===== src/rtl/qpps_pkg.sv =====
`timescale 1ns / 1ps
package qpps_pkg;

	localparam int unsigned IDX_W = 13;
	localparam int unsigned GEN_W = 31;
	localparam int unsigned CFG_IDX_W = 3;
	localparam int unsigned IN_DATA_W = 32;
	localparam int unsigned OUT_DATA_W = 32;

	localparam logic [1:0] CMD_BUILD = 2'd0;
	localparam logic [1:0] CMD_SWAP = 2'd1;
	localparam logic [1:0] CMD_LOOKUP = 2'd2;
	localparam logic [1:0] CMD_UNUSED = 2'd3;

	localparam logic [CFG_IDX_W-1:0] REG_SEED = 3'd0;
	localparam logic [CFG_IDX_W-1:0] REG_COEF_A = 3'd1;
	localparam logic [CFG_IDX_W-1:0] REG_COEF_B = 3'd2;
	localparam logic [CFG_IDX_W-1:0] REG_COEF_C = 3'd3;
	localparam logic [CFG_IDX_W-1:0] REG_MODULUS = 3'd4;
	localparam logic [CFG_IDX_W-1:0] REG_COUNT = 3'd5;

	typedef enum logic [4:0] {
		OP_NOP,
		OP_LOAD,
		OP_FILL,
		OP_KRST,
		OP_MM,
		OP_ADD1,
		OP_ADD2,
		OP_RD_K,
		OP_RD_J,
		OP_WR_K,
		OP_WR_J,
		OP_INV_WR,
		OP_RD_U,
		OP_RD_V,
		OP_SW1,
		OP_SW2,
		OP_SW3,
		OP_SW4,
		OP_RD_OUT,
		OP_OUT,
		OP_ZERO
	} dp_op_t;

	typedef enum logic [2:0] {
		SEL_SEED,
		SEL_A,
		SEL_B,
		SEL_C,
		SEL_SQ,
		SEL_T,
		SEL_U,
		SEL_J
	} mm_sel_t;

	typedef struct packed {
		dp_op_t op;
		mm_sel_t sel;
	} dp_cmd_t;

	typedef struct packed {
		logic [1:0] cmd;
		logic bad;
		logic n_zero;
		logic k_end;
		logic mm_done;
	} dp_status_t;

endpackage


===== src/rtl/qpps_ctrl.sv =====
`timescale 1ns / 1ps
module qpps_ctrl (
	input logic clk,
	input logic arst_n,
	input logic in_valid,
	output logic in_ready,
	output logic out_valid,
	input logic out_ready,
	input qpps_pkg::dp_status_t status,
	output qpps_pkg::dp_cmd_t cmd
);
	import qpps_pkg::*;

	typedef enum logic [4:0] {
		S_IDLE, S_DEC, S_FILL, S_KRST, S_MM, S_MMW, S_ADD1, S_ADD2,
		S_RDK, S_RDJ, S_WRK, S_WRJ, S_IKRST, S_IRD, S_IWR,
		S_RDU, S_RDV, S_SW1, S_SW2, S_SW3, S_SW4, S_FIN, S_OUT, S_RES
	} state_t;

	state_t state_q;
	mm_sel_t sel_q;
	logic out_valid_q;
	logic out_free;
	logic out_set;

	assign out_free = !out_valid_q || out_ready;
	assign out_set = (state_q == S_OUT) || ((state_q == S_RES) && out_free);
	assign in_ready = (state_q == S_IDLE);
	assign out_valid = out_valid_q;

	always_comb begin
		cmd.sel = sel_q;
		case (state_q)
			S_IDLE: cmd.op = in_valid ? OP_LOAD : OP_NOP;
			S_FILL: cmd.op = OP_FILL;
			S_KRST, S_IKRST: cmd.op = OP_KRST;
			S_MM: cmd.op = OP_MM;
			S_ADD1: cmd.op = OP_ADD1;
			S_ADD2: cmd.op = OP_ADD2;
			S_RDK, S_IRD: cmd.op = OP_RD_K;
			S_RDJ: cmd.op = OP_RD_J;
			S_WRK: cmd.op = OP_WR_K;
			S_WRJ: cmd.op = OP_WR_J;
			S_IWR: cmd.op = OP_INV_WR;
			S_RDU: cmd.op = OP_RD_U;
			S_RDV: cmd.op = OP_RD_V;
			S_SW1: cmd.op = OP_SW1;
			S_SW2: cmd.op = OP_SW2;
			S_SW3: cmd.op = OP_SW3;
			S_SW4: cmd.op = OP_SW4;
			S_FIN: cmd.op = out_free ? OP_RD_OUT : OP_NOP;
			S_OUT: cmd.op = OP_OUT;
			S_RES: cmd.op = out_free ? OP_ZERO : OP_NOP;
			default: cmd.op = OP_NOP;
		endcase
	end

	always_ff @(posedge clk or negedge arst_n) begin
		if (!arst_n) begin
			state_q <= S_IDLE;
			sel_q <= SEL_SEED;
			out_valid_q <= 1'b0;
		end else begin
			if (out_set) begin
				out_valid_q <= 1'b1;
			end else if (out_ready) begin
				out_valid_q <= 1'b0;
			end
			case (state_q)
				S_IDLE: if (in_valid) state_q <= S_DEC;
				S_DEC: begin
					if (status.bad) begin
						state_q <= S_RES;
					end else if (status.cmd == CMD_BUILD) begin
						state_q <= status.n_zero ? S_RES : S_FILL;
					end else if (status.cmd == CMD_SWAP) begin
						state_q <= S_RDU;
					end else begin
						state_q <= S_FIN;
					end
				end
				S_FILL: if (status.k_end) state_q <= S_KRST;
				S_KRST: begin
					sel_q <= SEL_SEED;
					state_q <= S_MM;
				end
				S_MM: state_q <= S_MMW;
				S_MMW: begin
					if (status.mm_done) begin
						state_q <= S_MM;
						case (sel_q)
							SEL_SEED: sel_q <= SEL_A;
							SEL_A: sel_q <= SEL_B;
							SEL_B: sel_q <= SEL_C;
							SEL_C: sel_q <= SEL_SQ;
							SEL_SQ: sel_q <= SEL_T;
							SEL_T: sel_q <= SEL_U;
							SEL_U: state_q <= S_ADD1;
							SEL_J: state_q <= S_RDK;
							default: state_q <= S_IDLE;
						endcase
					end
				end
				S_ADD1: state_q <= S_ADD2;
				S_ADD2: begin
					sel_q <= SEL_J;
					state_q <= S_MM;
				end
				S_RDK: state_q <= S_RDJ;
				S_RDJ: state_q <= S_WRK;
				S_WRK: state_q <= S_WRJ;
				S_WRJ: begin
					if (status.k_end) begin
						state_q <= S_IKRST;
					end else begin
						sel_q <= SEL_SQ;
						state_q <= S_MM;
					end
				end
				S_IKRST: state_q <= S_IRD;
				S_IRD: state_q <= S_IWR;
				S_IWR: state_q <= status.k_end ? S_RES : S_IRD;
				S_RDU: state_q <= S_RDV;
				S_RDV: state_q <= S_SW1;
				S_SW1: state_q <= S_SW2;
				S_SW2: state_q <= S_SW3;
				S_SW3: state_q <= S_SW4;
				S_SW4: state_q <= S_FIN;
				S_FIN: if (out_free) state_q <= S_OUT;
				S_OUT: state_q <= S_IDLE;
				S_RES: if (out_free) state_q <= S_IDLE;
				default: state_q <= S_IDLE;
			endcase
		end
	end
endmodule


===== config.mk =====
export PLATFORM = sky130hd
export DESIGN_NAME = qpps_ctrl
export DESIGN_NICKNAME = d
export VERILOG_FILES = /design/src/rtl/qpps_pkg.sv /design/src/rtl/qpps_ctrl.sv
export SDC_FILE = /design/constraint.sdc
export NUM_CORES = 1
export LEC_CHECK = 0
export BUFFER_PORTS_ARGS = -buffer_cell sky130_fd_sc_hd__buf_4
export CORE_AREA = 2 2 50 52
export CTS_CLUSTER_DIAMETER = 200
export DETAILED_ROUTE_END_ITERATION = 6
export DIE_AREA = 0 0 52 54
export PLACE_DENSITY = 0.76
export SYNTH_ARGS = -nofsm -noshare
export SYNTH_HDL_FRONTEND = slang
export SYNTH_SLANG_ARGS = --single-unit

===== constraint.sdc =====
create_clock -name clk -period 2.1 [get_ports clk]
set_input_delay 0.42 -clock clk [delete_from_list [all_inputs] [get_ports clk]]
set_output_delay 0.42 -clock clk [all_outputs]
set_load 0.03 [all_outputs]

After elaboration in Yosys (flattened, before gate mapping)
Index checks and enable logic that the tools add are counted.
- flip-flop bits (word level): 9
- logic and storage cells: 78
- equal/unequal tests: 38
- multiplexer cells: 23
- reduce and logical (&&, ||, !) cells: 14
- operators by type and width (kind ; count):
    $pmux W5 S22 ; 1
    $pmux W5 S20 ; 1
    $mux W5 ; 12
    $eq A5 B4 Y1 const B ; 8
    $eq A5 B5 Y1 const B ; 8
    $eq A5 B3 Y1 const B ; 4
    $pmux W3 S6 ; 1
    $eq A3 B3 Y1 const B ; 4
    $ne A2 B2 Y1 const B ; 6
    $pmux W3 S4 ; 1
    $eq A5 B2 Y1 const B ; 2
    $pmux W4 S2 ; 1
    $ne A7 B7 Y1 const B ; 1
    $eq A3 B2 Y1 const B ; 2
    $mux W3 ; 2
    $reduce_or A2 Y1 ; 3
    $eq A5 B1 Y1 const B ; 1
    $logic_not A5 Y1 ; 1
    $reduce_and A5 Y1 ; 1
    $mux W4 ; 1
    $reduce_and A4 Y1 ; 1
    $reduce_bool A4 Y1 ; 1
    $eq A3 B1 Y1 const B ; 1
    $logic_not A3 Y1 ; 1
    7 further kinds ; 10

Longest topological paths before layout
- depth after elaboration: 5
- gate-level depth with buffers: 7

Worst setup path before layout
No wires, ideal clock.
- path kind: register to output
- from: reg state_q[4]
- to: out in_ready
- data arrival time: 1.723 ns
- slack: -0.043 ns
- stages on the path, launching flop included: 4
- buffers on the path: 2
- cells stage by stage: dfrtp_1 -> buf_2 -> buf_1 -> nor4_1
- cells in the longest elaborated chain, start to end: 1
- RTL lines (what ; line ; source):
    start, declared ; qpps_ctrl.sv:20 ; state_t state_q;
    start signal, assigned ; qpps_ctrl.sv:75 ; state_q <= status.n_zero ? S_RES : S_FILL;
    start signal, assigned ; qpps_ctrl.sv:122 ; S_IWR: state_q <= status.k_end ? S_RES : S_IRD;
    $logic_not A5 Y1 ; qpps_ctrl.sv:28 ; assign in_ready = (state_q == S_IDLE);
    end, declared ; qpps_ctrl.sv:6 ; output logic in_ready,
No other way between the ends.

==> reports/metrics.cfg <==
[synthesis]
netlist_area_um2 = 960
synth-xor-area-share = 0.00913
syn-num-nets = 150
yosysSeqAreaShare = 0.235
synth_edf_count = 0
yosysWarnings = 0
ys_ff_latch = 9
yosys.area_share.simple = 0.304
synthMuxAreaShare = 0.0222
synth_top_family_by_area = compound AO/OA/AOI/OAI gates
ys_types = 39
synthCells = 140
avgSynthCellArea_um2 = 6.85
synth_fa_ha_area_frac = 0
postSynth.asyncResetShare = 1.00
yosys_most_used_dff = dfrtp_1
synth_compound_area_frac = 0.342

[timing]
worst_slack_ns = 0.0560
fin_tns_setup_ns = 0
holdWs_ns = 0.511
fin_crit_sh = 0.973
slew_viol_final = 0
slew-limit-headroom = 0.679
hold_viol_final = 0
tightestPinTransition_ns = 0.478
period_minus_slack_ns = 2.04
clock_skew_ns = 0.00899
max_freq_mhz = 489
setup_viol = 0

[finish]
fillers = 223
drive_above_1_share = 0.311
instances_no_fill = 197
antennaDiodeCount = 0
nets = 178
synthToLayoutAreaGrowth_pct = 31.6

[routing]
final_antenna_net_count = 0
top_layer = met4
drc = 0
m1WireLength_um = 1180
routedWlPerCell_um = 14.7
wl_met3_um = 259
vias = 1191
routed-wl-met2_um = 1330
vias_per_cell = 6.05
wirelength_um = 2890
drtIter0Drc = 73
dr.pass1.iters = 4

[power_and_ir_drop]
ir_drop_uv = 925
power_mw = 1.96
switching_power_mw = 1.02
power_frac_seq = 0.201
p_int_mw = 0.939
power_leakage_nw = 0.544
p_clk_frac = 0.068
p_per_area_nw_per_um2 = 1550
swShare = 0.521
p_comb_frac = 0.732

[clocking]
cts.sinks = 9
cts_root_buf = clkbuf_4
cts_tree = built
numCtsBuffers = 3
worstSkewPairLatency_ns = 0.26
h-tree-depth = 1
clkSlewWorstSetupHoldPaths_ns = 0.06
clockBufferDepth = 2

[floorplan]
io_pins = 20
coreArea_um2 = 2320
fp.dieW_um = 52
initial_utilization = 0.414
die_h_um = 54
die_area_um2 = 2810
rows = 18

[place]
routabilityCongestion = 0.923
dpl.hpwl_um = 2040
portBuffers = 19
place_inst = 185
place_ws_ns = 0.143

[global_routing]
grt_pass1_vias = 1054
grt_util_all_layers = 0.225
grt_pass1_wl_um = 4740
antenna_found_initial = 0
grt_max_degree = 20
overflow = 0

[status]
outcome = finished clean

[worst_setup_path]
ff2ff_setup_slack_ns = 0.21
critPathRequiredTime_ns = 1.68
cp.arrival_ns = 1.62
endpoint = cmd[5]
path_class = flop to output pin
cp-start-kind = flop
r2r-end = state_q[1]
reg2reg_depth = 6
r2r_start = state_q[1]
cp-startpoint = state_q[1]
cp-end-kind = output pin
crit_fanout = 7

[worst_hold_path]
hold_class = primary input to async pin

[flow_run]
maxCapViolCount = 0

-- cells in the mapped netlist, types with 2 or more instances --
cell type | instances | area share
buf_1 | 3 | 0.012
a22oi_1 | 5 | 0.039
a31oi_1 | 2 | 0.013
o2111ai_1 | 2 | 0.018
nor3_1 | 5 | 0.026
nand2_1 | 16 | 0.063
nand2b_4 | 2 | 0.029
a21oi_1 | 13 | 0.068
dfrtp_1 | 9 | 0.23
nand3_1 | 3 | 0.016
nand4_1 | 2 | 0.013
buf_2 | 5 | 0.026
a21o_1 | 2 | 0.016
o21ai_0 | 20 | 0.10
inv_1 | 7 | 0.027
nor2_1 | 14 | 0.055
o22ai_1 | 3 | 0.020
nand2b_1 | 3 | 0.020
a211oi_1 | 2 | 0.016
nor4_1 | 3 | 0.020
-- stage by stage --
stage	area [um^2]	util
floorplan	966	-
global placement	1140	0.491
detailed placement	1140	0.491
CTS	1220	0.526
global route	1260	0.544
finish	1260	0.544
-- registers in the layout (all words and copies together), names as in the netlist --
name / cells
out_valid: 1
sel_q: 3
state_q: 5
-- final cells by class --
cell class,instances,area [um^2],area share
timing repair buffer,34,269,0.213
tap,30,37.5,0.0297
multi-input combinational,113,673,0.533
sequential,9,230,0.182
inverter,7,26.3,0.0208
clock buffer,4,26.3,0.0208
-- kinds of logic (layout without fill, tap and decap cells) --
group                     count (synthesis)  after routing
xor gates and xnor gates                  1              1
AOI/OAI and AO/OA                        54             54
buffers and inverters                    18             45
muxes                                     2              2
DFF                                       9              9
and+or+nand+nor                          56             56
-- critical path, stage by stage, from the launching register on --
cell and delay [ns]:
dfrtp_2 0.47, a21oi_1 0.33, a22oi_1 0.16, o22ai_1 0.22, buf_4 0.20
-- per-layer routing --
layer	vias up	GRT usage
met3	15	0.0333
li1	568	-
met1	536	0.288
met4	0	0.101
met5	-	0
met2	72	0.373
-- worst min-delay path by stage --
stage | to | slack (ns) | from
finish | sel_q[0] | 0.51 | arst_n
global placement | state_q[2] | 0.25 | arst_n
CTS | state_q[2] | 0.51 | arst_n
floorplan | out_valid | 0.12 | arst_n
global route | out_valid | 0.53 | arst_n
detailed placement | out_valid | 0.25 | arst_n
-- layout by cell type, fill, tap and decap left out, types with 2 or more instances in the layout --
cell type,synthesis,layout
a22oi_1,5,5
nand4_1,2,2
nand2_1,16,16
nor3_1,5,5
nor4_1,3,2
buf_6,1,3
buf_4,1,30
o22ai_1,3,3
clkbuf_4,0,3
a21o_1,2,2
nand2b_1,3,2
o21ai_0,20,19
a211oi_1,2,2
inv_1,7,6
nand2b_4,2,3
nand3_1,3,3
dfrtp_1,9,5
a31oi_1,2,2
nor2_1,14,13
dfrtp_2,0,4
o2111ai_1,2,2
a21oi_1,13,12
-- power groups by stage --
| stage | registers (mW) | logic, mW | clock network (mW) |
|---|---|---|---|
| 6_report | 0.394 | 1.43 | 0.132 |
| 5_1_grt | 0.404 | 1.55 | 0.147 |
| 4_1_cts | 0.383 | 1.33 | 0.136 |
| 3_5_place_dp | 0.411 | 1.21 | 0 |
| 3_3_place_gp | 0.411 | 1.19 | 0 |
| 2_1_floorplan | 0.332 | 0.958 | 0 |
-- what timing repair did --
action / 4_1_cts / 5_1_grt
pin swaps: 0 / 3
endpoints found under the hold margin: 9 / 0
endpoints found under the setup margin: 4 / 3
hold buffers: 1 / 0
gates resized for setup: 5 / 8
buffers inserted: 5 / 2
Note: power is estimated with default switching activity, not from simulation.
